`config.mk`:
```
export PLATFORM = sky130hd
export DESIGN_NAME = attitude_pid_fin_mixer
export DESIGN_NICKNAME = d
export VERILOG_FILES = /design/src/hw/rtl/apm_pkg.sv /design/src/hw/rtl/apm_cfg.sv /design/src/hw/rtl/apm_seq.sv /design/src/hw/rtl/apm_dp.sv /design/src/hw/rtl/attitude_pid_fin_mixer.sv
export SDC_FILE = /design/constraint.sdc
export NUM_CORES = 2
export LEC_CHECK = 0
export BUFFER_PORTS_ARGS = -buffer_cell sky130_fd_sc_hd__buf_2
export CAP_MARGIN = 0
export CORE_ASPECT_RATIO = 2
export CORE_MARGIN = 5
export CORE_UTILIZATION = 45
export DETAILED_ROUTE_END_ITERATION = 12
export GPL_ROUTABILITY_DRIVEN = 0
export SETUP_SLACK_MARGIN = 0.15
export SLEW_MARGIN = 40
export SYNTH_ARGS = -nofsm -noshare
export SYNTH_HDL_FRONTEND = slang
export SYNTH_HIERARCHICAL = 1
export SYNTH_SLANG_ARGS = --single-unit
```
`constraint.sdc`:
```
create_clock -name clk -period 8.7 [get_ports clk]
set_input_delay 1.74 -clock clk [delete_from_list [all_inputs] [get_ports clk]]
set_output_delay 1.74 -clock clk [all_outputs]
set_load 0.01 [all_outputs]
```
`src/hw/rtl/apm_pkg.sv`:
```
// Shared types, constants and the microcode ROM for the attitude PID fin mixer.
// No dependencies; every other file of the block imports this package.
`timescale 1ns / 1ps

package apm_pkg;

  localparam int STEP_W    = 4;
  localparam int AXIS_W    = 2;
  localparam int PROD_W    = 50;
  localparam int RND_W     = 51;
  localparam int ERR_W     = 18;
  localparam int INC_W     = 26;
  localparam int GAIN_W    = 48;
  localparam int ILIM_W    = 31;
  localparam int SLIM_W    = 15;
  localparam int CFG_AW    = 6;
  localparam int CFG_DW    = 64;
  localparam int NUM_AXES  = 3;

  localparam logic [AXIS_W-1:0] AXIS_LAST = AXIS_W'(NUM_AXES - 1);

  localparam logic signed [31:0] ERR_GAIN_NEG  = -32'sd117342;
  localparam int                 FIN_MID       = 23040;
  localparam int                 SERVO_MAX     = 23040;
  localparam logic [ILIM_W-1:0]  ILIM_RESET    = 31'd655360;
  localparam logic [SLIM_W-1:0]  SLIM_RESET    = 15'd7680;

  typedef struct packed {
    logic               action;
    logic signed [15:0] quat_x;
    logic signed [15:0] quat_y;
    logic signed [15:0] quat_z;
    logic signed [15:0] gyro_x;
    logic signed [15:0] gyro_y;
    logic signed [15:0] gyro_z;
    logic [15:0]        step_time;
  } in_item_t;

  typedef struct packed {
    logic [15:0] servo_top;
    logic [15:0] servo_right;
    logic [15:0] servo_bottom;
    logic [15:0] servo_left;
  } out_item_t;

  typedef enum logic [2:0] {
    REG_ROLL_GAINS  = 3'd0,
    REG_PITCH_GAINS = 3'd1,
    REG_YAW_GAINS   = 3'd2,
    REG_INTEG_LIMIT = 3'd3,
    REG_SERVO_LIMIT = 3'd4
  } reg_idx_t;

  typedef struct packed {
    logic [NUM_AXES-1:0][GAIN_W-1:0] gains;
    logic [ILIM_W-1:0]               integ_lim;
    logic [SLIM_W-1:0]               servo_lim;
  } cfg_regs_t;

  typedef enum logic [2:0] {
    MUL_NONE,
    MUL_ERRGAIN,
    MUL_DT,
    MUL_KP,
    MUL_KI,
    MUL_KD
  } mul_sel_t;

  typedef enum logic [2:0] {
    RND_NONE,
    RND_D,
    RND_ERR,
    RND_INC,
    RND_P,
    RND_I
  } rnd_sel_t;

  typedef enum logic [1:0] {
    JMP_NEXT,
    JMP_AXIS,
    JMP_EMIT
  } jmp_t;

  typedef struct packed {
    mul_sel_t          mul_sel;
    rnd_sel_t          rnd_sel;
    logic              integ_upd;
    logic              axis_sum;
    jmp_t              jmp;
    logic [STEP_W-1:0] target;
  } ucode_t;

  typedef struct packed {
    ucode_t            uw;
    logic [AXIS_W-1:0] axis;
    logic              load_in;
    logic              clear;
    logic              emit;
  } dp_ctrl_t;

  localparam ucode_t UCODE_NOP = '{MUL_NONE, RND_NONE, 1'b0, 1'b0, JMP_NEXT, '0};

  // one control word per step; steps 0..8 run once per axis, step 9 mixes and emits
  function automatic ucode_t ucode_rom(input logic [STEP_W-1:0] step);
    ucode_t w;
    w = UCODE_NOP;
    case (step)
      4'd0: w.mul_sel = MUL_KD;
      4'd1: begin
        w.mul_sel = MUL_ERRGAIN;
        w.rnd_sel = RND_D;
      end
      4'd2: w.rnd_sel = RND_ERR;
      4'd3: w.mul_sel = MUL_DT;
      4'd4: begin
        w.mul_sel = MUL_KP;
        w.rnd_sel = RND_INC;
      end
      4'd5: begin
        w.integ_upd = 1'b1;
        w.rnd_sel   = RND_P;
      end
      4'd6: w.mul_sel = MUL_KI;
      4'd7: w.rnd_sel = RND_I;
      4'd8: begin
        w.axis_sum = 1'b1;
        w.jmp      = JMP_AXIS;
        w.target   = STEP_W'(0);
      end
      4'd9: w.jmp = JMP_EMIT;
      default: w = UCODE_NOP;
    endcase
    return w;
  endfunction

  function automatic logic signed [31:0] sat32(input logic signed [RND_W-1:0] v);
    if (v > RND_W'(32'sh7fffffff)) begin
      return 32'sh7fffffff;
    end else if (v < -(RND_W'(33'sh080000000))) begin
      return 32'sh80000000;
    end else begin
      return v[31:0];
    end
  endfunction

endpackage

```
`src/hw/rtl/apm_cfg.sv`:
```
// APB-style register file for gains, integrator clamp and servo limit.
// Depends on apm_pkg for register indexes and the register bundle type.
`timescale 1ns / 1ps

module apm_cfg (
  input  logic                        clk,
  input  logic                        rst_n,
  input  logic                        psel,
  input  logic                        penable,
  input  logic                        pwrite,
  input  logic [apm_pkg::CFG_AW-1:0]  paddr,
  input  logic [apm_pkg::CFG_DW-1:0]  pwdata,
  output logic [apm_pkg::CFG_DW-1:0]  prdata,
  output logic                        pready,
  output apm_pkg::cfg_regs_t          regs
);
  import apm_pkg::*;

  cfg_regs_t regs_r, regs_nxt;
  reg_idx_t  idx;

  assign idx    = reg_idx_t'(paddr[CFG_AW-1:3]);
  assign pready = 1'b1;
  assign regs   = regs_r;

  always_comb begin
    regs_nxt = regs_r;
    if (psel && penable && pwrite) begin
      case (idx)
        REG_ROLL_GAINS:  regs_nxt.gains[0]  = pwdata[GAIN_W-1:0];
        REG_PITCH_GAINS: regs_nxt.gains[1]  = pwdata[GAIN_W-1:0];
        REG_YAW_GAINS:   regs_nxt.gains[2]  = pwdata[GAIN_W-1:0];
        REG_INTEG_LIMIT: regs_nxt.integ_lim = pwdata[ILIM_W-1:0];
        REG_SERVO_LIMIT: regs_nxt.servo_lim = pwdata[SLIM_W-1:0];
        default: regs_nxt = regs_r;
      endcase
    end
  end

  always_comb begin
    case (idx)
      REG_ROLL_GAINS:  prdata = CFG_DW'(regs_r.gains[0]);
      REG_PITCH_GAINS: prdata = CFG_DW'(regs_r.gains[1]);
      REG_YAW_GAINS:   prdata = CFG_DW'(regs_r.gains[2]);
      REG_INTEG_LIMIT: prdata = CFG_DW'(regs_r.integ_lim);
      REG_SERVO_LIMIT: prdata = CFG_DW'(regs_r.servo_lim);
      default:         prdata = '0;
    endcase
  end

  always_ff @(posedge clk) begin
    if (!rst_n) begin
      regs_r.gains     <= '0;
      regs_r.integ_lim <= ILIM_RESET;
      regs_r.servo_lim <= SLIM_RESET;
    end else begin
      regs_r <= regs_nxt;
    end
  end

endmodule

```
`src/hw/rtl/apm_seq.sv`:
```
// Microcode sequencer: step counter, axis loop counter, ROM lookup and handshakes.
// Depends on apm_pkg for the control word, the ROM function and the control bundle.
`timescale 1ns / 1ps

module apm_seq (
  input  logic              clk,
  input  logic              rst_n,
  input  logic              in_valid,
  input  logic              in_action,
  output logic              in_ready,
  output logic              out_valid,
  input  logic              out_ready,
  output apm_pkg::dp_ctrl_t ctrl
);
  import apm_pkg::*;

  logic              busy_r, busy_nxt;
  logic [STEP_W-1:0] step_r, step_nxt;
  logic [AXIS_W-1:0] axis_r, axis_nxt;
  logic              out_valid_r, out_valid_nxt;
  logic              accept;
  ucode_t            uw;

  assign in_ready  = !busy_r;
  assign out_valid = out_valid_r;
  assign accept    = in_valid && in_ready;
  assign uw        = busy_r ? ucode_rom(step_r) : UCODE_NOP;

  always_comb begin
    busy_nxt      = busy_r;
    step_nxt      = step_r;
    axis_nxt      = axis_r;
    out_valid_nxt = out_valid_r && !out_ready;
    ctrl.uw       = uw;
    ctrl.axis     = axis_r;
    ctrl.load_in  = accept;
    ctrl.clear    = accept && in_action;
    ctrl.emit     = 1'b0;
    if (accept && !in_action) begin
      busy_nxt = 1'b1;
      step_nxt = '0;
      axis_nxt = '0;
    end else if (busy_r) begin
      case (uw.jmp)
        JMP_NEXT: step_nxt = step_r + STEP_W'(1);
        JMP_AXIS: begin
          if (axis_r != AXIS_LAST) begin
            axis_nxt = axis_r + AXIS_W'(1);
            step_nxt = uw.target;
          end else begin
            step_nxt = step_r + STEP_W'(1);
          end
        end
        JMP_EMIT: begin
          // hold until the output register is free
          if (!out_valid_r || out_ready) begin
            ctrl.emit     = 1'b1;
            out_valid_nxt = 1'b1;
            busy_nxt      = 1'b0;
          end
        end
        default: step_nxt = step_r;
      endcase
    end
  end

  always_ff @(posedge clk) begin
    if (!rst_n) begin
      busy_r      <= 1'b0;
      step_r      <= '0;
      axis_r      <= '0;
      out_valid_r <= 1'b0;
    end else begin
      busy_r      <= busy_nxt;
      step_r      <= step_nxt;
      axis_r      <= axis_nxt;
      out_valid_r <= out_valid_nxt;
    end
  end

endmodule

```
`src/hw/rtl/apm_dp.sv`:
```
// Datapath: shared multiplier, rounding and saturation unit, integrators and fin mixer.
// Depends on apm_pkg; driven by the control bundle from apm_seq.
`timescale 1ns / 1ps

module apm_dp (
  input  logic               clk,
  input  logic               rst_n,
  input  apm_pkg::dp_ctrl_t  ctrl,
  input  apm_pkg::in_item_t  in_data,
  input  apm_pkg::cfg_regs_t regs,
  output apm_pkg::out_item_t out_data
);
  import apm_pkg::*;

  in_item_t                  item_r;
  logic signed [PROD_W-1:0]  prod_r, prod_nxt;
  logic signed [ERR_W-1:0]   err_r;
  logic signed [INC_W-1:0]   inc_r;
  logic signed [31:0]        p_r, i_r, d_r;
  logic signed [31:0]        integ_r [NUM_AXES];
  logic signed [31:0]        axis_out_r [NUM_AXES];
  out_item_t                 out_r;

  logic signed [GAIN_W-1:0]  gains;
  logic signed [15:0]        quat, gyro;
  logic signed [ERR_W-1:0]   mul_a;
  logic signed [31:0]        mul_b;
  logic signed [RND_W-1:0]   rnd_ext, rnd_sh;
  logic signed [31:0]        rnd_sat;
  logic signed [32:0]        integ_sum, ilim, integ_new;
  logic signed [RND_W-1:0]   pid_sum;
  logic [SLIM_W-1:0]         slim;
  out_item_t                 mix;

  function automatic logic [15:0] fin_cmd(input logic signed [32:0] m,
                                          input logic [SLIM_W-1:0] lim);
    logic signed [32:0] l;
    logic signed [32:0] c;
    l = $signed({18'b0, lim});
    if (m > l) begin
      c = l;
    end else if (m < -l) begin
      c = -l;
    end else begin
      c = m;
    end
    return 16'(c + 33'(FIN_MID));
  endfunction

  assign out_data = out_r;

  always_comb begin
    gains = $signed(regs.gains[ctrl.axis]);
    case (ctrl.axis)
      2'd0: begin
        quat = item_r.quat_x;
        gyro = item_r.gyro_x;
      end
      2'd1: begin
        quat = item_r.quat_y;
        gyro = item_r.gyro_y;
      end
      default: begin
        quat = item_r.quat_z;
        gyro = item_r.gyro_z;
      end
    endcase
  end

  // shared multiplier, at most one product per step
  always_comb begin
    mul_a = '0;
    mul_b = '0;
    case (ctrl.uw.mul_sel)
      MUL_ERRGAIN: begin
        mul_a = ERR_W'(quat);
        mul_b = ERR_GAIN_NEG;
      end
      MUL_DT: begin
        mul_a = err_r;
        mul_b = $signed({16'b0, item_r.step_time});
      end
      MUL_KP: begin
        mul_a = ERR_W'($signed(gains[15:0]));
        mul_b = 32'(err_r);
      end
      MUL_KI: begin
        mul_a = ERR_W'($signed(gains[31:16]));
        mul_b = integ_r[ctrl.axis];
      end
      MUL_KD: begin
        mul_a = ERR_W'($signed(gains[47:32]));
        mul_b = 32'(gyro);
      end
      default: begin
        mul_a = '0;
        mul_b = '0;
      end
    endcase
    prod_nxt = mul_a * mul_b;
  end

  // round to nearest, ties up, then saturate
  always_comb begin
    rnd_ext = RND_W'(prod_r);
    case (ctrl.uw.rnd_sel)
      RND_D:          rnd_sh = (rnd_ext + RND_W'(8)) >>> 4;
      RND_INC, RND_P: rnd_sh = (rnd_ext + RND_W'(128)) >>> 8;
      RND_ERR, RND_I: rnd_sh = (rnd_ext + RND_W'(32768)) >>> 16;
      default:        rnd_sh = rnd_ext;
    endcase
    rnd_sat = sat32(rnd_sh);
  end

  always_comb begin
    integ_sum = 33'(integ_r[ctrl.axis]) + 33'(inc_r);
    ilim      = $signed({2'b0, regs.integ_lim});
    if (integ_sum > ilim) begin
      integ_new = ilim;
    end else if (integ_sum < -ilim) begin
      integ_new = -ilim;
    end else begin
      integ_new = integ_sum;
    end
    pid_sum = RND_W'(p_r) + RND_W'(i_r) - RND_W'(d_r);
  end

  // plus mixer: roll, pitch, yaw in axis order
  always_comb begin
    slim = (regs.servo_lim > SLIM_W'(SERVO_MAX)) ? SLIM_W'(SERVO_MAX) : regs.servo_lim;
    mix.servo_top    = fin_cmd(33'(axis_out_r[1]) + 33'(axis_out_r[0]), slim);
    mix.servo_right  = fin_cmd(33'(axis_out_r[2]) + 33'(axis_out_r[0]), slim);
    mix.servo_bottom = fin_cmd(33'(axis_out_r[0]) - 33'(axis_out_r[1]), slim);
    mix.servo_left   = fin_cmd(33'(axis_out_r[0]) - 33'(axis_out_r[2]), slim);
  end

  always_ff @(posedge clk) begin
    if (ctrl.load_in) begin
      item_r <= in_data;
    end
    if (ctrl.uw.mul_sel != MUL_NONE) begin
      prod_r <= prod_nxt;
    end
    case (ctrl.uw.rnd_sel)
      RND_D:   d_r   <= rnd_sat;
      RND_ERR: err_r <= rnd_sh[ERR_W-1:0];
      RND_INC: inc_r <= rnd_sh[INC_W-1:0];
      RND_P:   p_r   <= rnd_sat;
      RND_I:   i_r   <= rnd_sat;
      default: ;
    endcase
    if (ctrl.uw.axis_sum) begin
      axis_out_r[ctrl.axis] <= sat32(pid_sum);
    end
    if (ctrl.emit) begin
      out_r <= mix;
    end
  end

  always_ff @(posedge clk) begin
    if (!rst_n) begin
      for (int a = 0; a < NUM_AXES; a++) begin
        integ_r[a] <= '0;
      end
    end else if (ctrl.clear) begin
      for (int a = 0; a < NUM_AXES; a++) begin
        integ_r[a] <= '0;
      end
    end else if (ctrl.uw.integ_upd) begin
      integ_r[ctrl.axis] <= integ_new[31:0];
    end
  end

endmodule

```
`src/hw/rtl/attitude_pid_fin_mixer.sv`:
```
// Top level of the three-axis attitude PID with plus-configuration fin mixer.
// Depends on apm_pkg, apm_cfg, apm_seq and apm_dp.
`timescale 1ns / 1ps

// A control update item is taken when the block is free and a new one is not taken
// until its fin commands have been loaded into the output register; the pace is set by
// the single shared 18x32 multiplier, stepped by a ten-word microprogram that runs
// nine steps for each of the three axes and one step to mix and load the output.
// A clear item zeroes the integrators and produces no result. The output register
// holds a finished result while the next item is being worked on; only the final
// mixing step waits for it to be taken. Registers sit at byte address 8*index on
// the 64-bit configuration port and should be written while idle.
module attitude_pid_fin_mixer (
  input  logic                       clk,
  input  logic                       rst_n,
  input  logic                       in_valid,
  output logic                       in_ready,
  input  apm_pkg::in_item_t          in_data,
  output logic                       out_valid,
  input  logic                       out_ready,
  output apm_pkg::out_item_t         out_data,
  input  logic                       cfg_psel,
  input  logic                       cfg_penable,
  input  logic                       cfg_pwrite,
  input  logic [apm_pkg::CFG_AW-1:0] cfg_paddr,
  input  logic [apm_pkg::CFG_DW-1:0] cfg_pwdata,
  output logic [apm_pkg::CFG_DW-1:0] cfg_prdata,
  output logic                       cfg_pready
);
  import apm_pkg::*;

  cfg_regs_t regs;
  dp_ctrl_t  ctrl;

  apm_cfg u_cfg (
    .clk     (clk),
    .rst_n   (rst_n),
    .psel    (cfg_psel),
    .penable (cfg_penable),
    .pwrite  (cfg_pwrite),
    .paddr   (cfg_paddr),
    .pwdata  (cfg_pwdata),
    .prdata  (cfg_prdata),
    .pready  (cfg_pready),
    .regs    (regs)
  );

  apm_seq u_seq (
    .clk       (clk),
    .rst_n     (rst_n),
    .in_valid  (in_valid),
    .in_action (in_data.action),
    .in_ready  (in_ready),
    .out_valid (out_valid),
    .out_ready (out_ready),
    .ctrl      (ctrl)
  );

  apm_dp u_dp (
    .clk      (clk),
    .rst_n    (rst_n),
    .ctrl     (ctrl),
    .in_data  (in_data),
    .regs     (regs),
    .out_data (out_data)
  );

endmodule

```
Word level (Yosys, flattened, before mapping)
Memory sizes are Yosys's and may differ from the RTL's. A register that Yosys moved wholly into a read port is not among the register bits.
Cells that the tools add are included.
{"block": "totals", "elab_cells": 184, "input_bits": 190, "mem_count": 2, "ramBits": 192, "ff_bits": 564, "output_inout_bits": 131}
{"block": "classes", "mux": 62, "n_lt_le_gt_ge": 16, "multipliers": 1, "n_reduce_logical": 28, "eq_ne": 27, "add_sub_neg": 18, "n_bitwise": 4}
{"name": "u_dp.axis_out_r", "depth": 3, "word_bits": 32, "read_ports": 3, "rd_ports_with_merged_regs": 0, "write_ports": 1, "line_no": "apm_dp.sv:21", "text": "logic signed [31:0] axis_out_r [NUM_AXES];"}
{"name": "u_dp.integ_r", "depth": 3, "word_bits": 32, "read_ports": 1, "rd_ports_with_merged_regs": 1, "write_ports": 3, "line_no": "apm_dp.sv:20", "text": "logic signed [31:0] integ_r [NUM_AXES];"}
{"op": "2-to-1 mux 32 bit", "n": 11}
{"op": "one-hot mux 48 bit (5 select lines)", "n": 1}
{"op": "< comparator 33 bit", "n": 5}
{"op": "one-hot mux 32 bit (5 select lines)", "n": 1}
{"op": "one-hot mux 51 bit (3 select lines)", "n": 1}
{"op": "> comparator 33 x 16 -> 1 bit", "n": 4}
{"op": "2-to-1 mux 16 bit", "n": 8}
{"op": "> comparator 51 x 32 -> 1 bit (second input constant)", "n": 2}
{"op": "< comparator 51 x 32 -> 1 bit (second input constant)", "n": 2}
{"op": "adder 32 x 32 -> 33 bit", "n": 3}
{"op": "binary-select mux 48 bit (select 2 bit)", "n": 1}
{"op": "one-hot mux 18 bit (5 select lines)", "n": 1}
{"op": "subtractor 32 x 32 -> 33 bit", "n": 2}
{"op": "adder 16 bit (second input constant)", "n": 4}
{"op": "one-hot mux 16 bit (2 select lines)", "n": 2}
{"op": "adder 50 x 17 -> 51 bit (second input constant)", "n": 1}
{"op": "adder 50 x 5 -> 51 bit (second input constant)", "n": 1}
{"op": "adder 50 x 9 -> 51 bit (second input constant)", "n": 1}
{"op": "multiplier 18 x 32 -> 50 bit", "n": 1}
{"op": "2-to-1 mux 48 bit", "n": 1}
{"op": "subtractor 33 x 32 -> 34 bit", "n": 1}
{"op": "adder 32 x 26 -> 33 bit", "n": 1}
{"op": "> comparator 33 x 32 -> 1 bit", "n": 1}
{"op": "negation 15 -> 33 bit", "n": 1}
{"op": "other kinds (37)", "n": 99}

Depth between registers and ports, before layout
{"block": "logic_depth", "word_depth": 9, "ltp_mapped": 40, "ltp_nobuf": 36}

By module
Netlist, hierarchy kept.
{"mod": "apm_dp", "seq_area_each_um2": 17717.0, "n_inst": 1, "cells_per_inst": 7344, "area_per_inst_um2": 67105.6}
{"mod": "apm_cfg", "seq_area_each_um2": 3803.6, "n_inst": 1, "cells_per_inst": 871, "area_per_inst_um2": 8568.2}
{"mod": "apm_seq", "seq_area_each_um2": 160.2, "n_inst": 1, "cells_per_inst": 82, "area_per_inst_um2": 625.6}

Worst setup path after synthesis
OpenSTA, ideal clock, no wires.
{"block": "synth_path", "path_kind": "register -> register", "start": "reg u_seq.axis_r[0]", "end": "reg u_dp.prod_r[49] (data pin)", "setup_time_ns": 0.260, "setup_slack_ns": -0.518, "synth_period_minus_slack_ns": 9.218, "arrival_time_ns": 8.958, "path_stages_with_launch": 35, "n_path_buf": 5, "path_cell_list": "dfxtp_1 buf_2 buf_1 buf_1 clkbuf_1 o21ai_0 a22oi_1 nand2_1 a221oi_1 clkbuf_1 nor2_1 fa_1 inv_1 fa_1 fa_1 inv_1 fa_1 fa_1 inv_1 fa_1 inv_1 ha_1 a21oi_1 o21bai_1 a21oi_1 o2111ai_1 a211oi_1 a211oi_1 o21ai_0 a21oi_1 a221o_1 a31o_2 a221o_1 a21oi_1 xnor2_1"}
{"block": "synth_via", "elab_chain_len": 4, "word_cells_on_any_way": 9, "classes_between": "mul: 1; eq/ne: 1; mux: 6; reduce/logical: 1"}
{"element": "start, declared", "line_no": "apm_seq.sv:19", "text": "logic [AXIS_W-1:0] axis_r, axis_nxt;"}
{"element": "start signal, assigned", "line_no": "apm_seq.sv:76", "text": "axis_r <= axis_nxt;"}
{"element": "== test 2 x 1 -> 1 bit (tied with other cells)", "line_no": "apm_dp.sv:54", "text": "case (ctrl.axis)"}
{"element": "one-hot mux 16 bit (2 select lines) / 2-to-1 mux 48 bit (equally long branches)", "line_no": "apm_dp.sv:54, apm_dp.sv:53"}
{"element": "one-hot mux 18 bit (5 select lines) / one-hot mux 32 bit (5 select lines) (equally long branches)", "line_no": "apm_dp.sv:74", "text": "case (ctrl.uw.mul_sel)"}
{"element": "multiplier 18 x 32 -> 50 bit *", "line_no": "apm_dp.sv:100", "text": "prod_nxt = mul_a * mul_b;"}
{"element": "via u_dp.prod_nxt[49]", "line_no": "apm_dp.sv:16", "text": "logic signed [PROD_W-1:0] prod_r, prod_nxt;"}
{"element": "end signal, assigned", "line_no": "apm_dp.sv:142", "text": "prod_r <= prod_nxt;"}
{"element": "end, declared", "line_no": "apm_dp.sv:16"}
Mark *: on every way through the listed nets, which the timed path passes. The rest lies on a longest branch. The select of a mux whose other input is x is not followed.
A chain may end at the register's enable or synchronous reset.

==> impl_metrics.toml <==
[outcome]
status = "finished with violations"
violations = "DRC, setup timing"

[sta]
finClkSkew_ns = 0.0632
min_period_ns = 8.81
rsz0062_at_grt = "yes"
period_share = 1.01
fmax_ghz = 0.113
hold_ws_ns = 0.476
finalMaxSlewViolations = 0
worst_pin_slew_ns = 0.964
hold_viol_final = 0
relSlewSlack = 0.353
final.setup.tns_ns = -0.343
finalSetupViolCount = 5
finalWorstSetupSlack_ns = -0.111

[setup_path]
cp_max_fo = 6
crit_slowest_cell = "fa_2"
path_class = "reg -> reg"
r2r_cells = 38
reg2reg_slack_ns = -0.11
r2r_start = "u_seq/step_r[1]"
rr_endpoint = "u_dp/prod_r[49]"
endpoint = "u_dp/prod_r[49]"
path_delay_family = "adder cells"
crit_start = "u_seq/step_r[1]"
required_ns = 9.10
cp_slowest_stage_delay_ns = 0.78
cp-start-kind = "flop"
critical_path_arrival_ns = 9.21
setup.worst_path.end_class = "flop"
crit_buf_inv = 9
worstSetupPathDepth = 38

[routing]
detail_route.vias_per_cell = 5.77
wl_microns = 275000
drt_pre_antenna_iters = 12
wl_per_cell_microns = 24.6
drc = 2
via_count = 64600
drtIter0Drc = 4518
ant_nets = 0

[floorplan]
initial_core_util = 0.453
die_h_microns = 592
ioPinCount = 321
dieArea_sq_mm = 0.178
die_w_microns = 301
rows = 213
fp.coreArea_sq_mm = 0.168

[global_routing]
track_usage = 0.303
grt_pass1_vias = 67100
grt_max_degree = 126
grt.overflow.total = 0
antenna_found_initial = 7
grt_pass1_wl_microns = 407000

[hold_path]
hp-class = "reg -> reg"

[placement]
io_buffer_count = 284
placed_cell_area_sq_mm = 0.0838
dpl.hpwl_microns = 223000

[power_and_ir_drop]
swShare = 0.323
p_clk_frac = 0.321
powerDensity_mw_per_mm2 = 120
pwr-share-comb = 0.262
p_leak_uw = 0.0386
sequentialPowerShare = 0.418
switchingPower_uw = 3430
ir_drop_mv = 0.143
internal_power_uw = 7190
power_uw = 10600

[layout]
stdcell_area_sq_mm = 0.0883
fillers = 15600
utilization = 0.524
fin_nets = 10200
syn2layout_area_growth_pct = 15.8
final_layout_size_suffix_gt1_frac = 0.162

[clocking]
clk_latency_ns = 0.70
cts_buffer_depth = 3
cts-root-buf = "clkbuf_16"
htreeDepth = 3
cts_tree = "built"
cts_buffers = 73
cts.clk_slew.worst_paths_ns = 0.07
cts_sinks = 788

[synthesis]
synthCells = 8291
synth_warnings = 6
syn-cell-area_sq_mm = 0.0763
syn_avg_cell_area_sq_um = 9.20

[run]
maxCapViolCount = 0
==> worst min-delay path, cell delays in order, from the launching register on <==
cell and delay (ns):
dfxtp_1 0.32, nand2_1 0.06, mux2i_1 0.05
==> how the worst min path moves through the flow <==
| stage | startpoint | slack, ns | end | depth (start not counted) |
|---|---|---|---|---|
| 6_report | u_cfg/regs[49] | 0.48 | u_cfg/regs[49] | 2 |
| 5_1_grt | u_cfg/regs[134] | 0.49 | u_cfg/regs[134] | 2 |
| 4_1_cts | u_cfg/regs[183] | 0.47 | u_cfg/regs[183] | 2 |
| 3_5_place_dp | u_cfg/regs[166] | 0.46 | u_cfg/regs[166] | 2 |
| 3_3_place_gp | u_cfg/regs[168] | 0.45 | u_cfg/regs[168] | 2 |
| 2_1_floorplan | u_cfg/regs[36] | 0.44 | u_cfg/regs[36] | 2 |
==> metal layers <==
| metal | track usage | part of all wire | vias to the layer above |
|---|---|---|---|
| met5 | 0 | 0.000062 | - |
| li1 | - | - | 29300 |
| met1 | 0.280 | 0.31 | 31700 |
| met2 | 0.563 | 0.52 | 2562 |
| met4 | 0.287 | 0.12 | 2 |
| met3 | 0.0405 | 0.049 | 1065 |
==> cells in the final DEF (no fill, tap or decap), types with 24 or more instances in the layout <==
| cell | n |
|---|---|
| nand4_1 | 81 |
| a21oi_2 | 24 |
| nand2_1 | 1004 |
| nand3_1 | 124 |
| nor4_1 | 43 |
| mux4_2 | 49 |
| and2_1 | 66 |
| inv_2 | 27 |
| o21bai_1 | 40 |
| o22ai_1 | 32 |
| clkbuf_16 | 74 |
| nor3_1 | 96 |
| mux2i_1 | 375 |
| a21oi_1 | 356 |
| dfxtp_1 | 194 |
| o21a_1 | 54 |
| a22oi_1 | 41 |
| mux2_2 | 33 |
| fa_1 | 555 |
| xnor2_1 | 240 |
| inv_1 | 1075 |
| and3_1 | 43 |
| edfxtp_1 | 590 |
| fa_2 | 35 |
| buf_6 | 51 |
| nand2b_1 | 55 |
| o211ai_1 | 32 |
| a211oi_1 | 35 |
| o21ai_0 | 349 |
| buf_2 | 281 |
| buf_4 | 538 |
| nor2_1 | 625 |
| or3_1 | 56 |
| nor2b_1 | 98 |
| xor2_1 | 117 |
| a31oi_1 | 38 |
| a21o_1 | 179 |
| a2bb2oi_1 | 24 |
| ha_1 | 565 |
| buf_12 | 46 |
==> area by class of cell <==
cell class / instances / area (sq um) / share of cell area
Antenna cell: 7 / 17.5 / 0.000198
Clock buffer: 88 / 1990 / 0.0226
Clock inverter: 45 / 524 / 0.00594
Inverter: 1105 / 4160 / 0.0471
Multi-Input combinational cell: 5985 / 49900 / 0.565
Sequential cell: 788 / 21700 / 0.246
Tap cell: 2257 / 2820 / 0.0320
Timing Repair Buffer: 929 / 7180 / 0.0814
==> power groups by stage <==
stage                     registers (uW)  clock network, uW  logic [uW]
after floorplan                     4360                  0        1540
after global placement              4500                  0        2540
after detailed placement            4510                  0        2590
after CTS                           4430               3470        2680
after global routing                4440               3620        2990
final                               4430               3400        2780
==> sequential cells by signal, indices dropped and copies added, names as in the netlist <==
signal,flops
u_cfg/regs,190
u_dp/axis_out_r,96
u_dp/d_r,32
u_dp/err_r,18
u_dp/i_r,32
u_dp/inc_r,26
u_dp/integ_r,128
u_dp/item_r,112
u_dp/out_data,64
u_dp/p_r,32
u_dp/prod_r,50
u_seq/axis_r,2
u_seq/busy_r,1
u_seq/out_valid,1
u_seq/step_r,4
==> timing repair <==
action,4_1_cts,5_1_grt
pin swaps,109,80
setup endpoints to repair,16,111
resized for setup,187,124
hold buffers,0,0
buffers inserted,47,25
gates cloned,1,0
==> stage by stage <==
| step | setup WS, ns | cells |
|---|---|---|
| 4_1_cts | -0.0318 | 11200 |
| 3_5_place_dp | -0.656 | 11000 |
| 2_1_floorplan | 0.153 | 8306 |
| 5_1_grt | -0.414 | 11200 |
| 3_3_place_gp | -0.661 | 11000 |
| 6_report | -0.111 | 11200 |
Power figures use the tool's default switching activity.
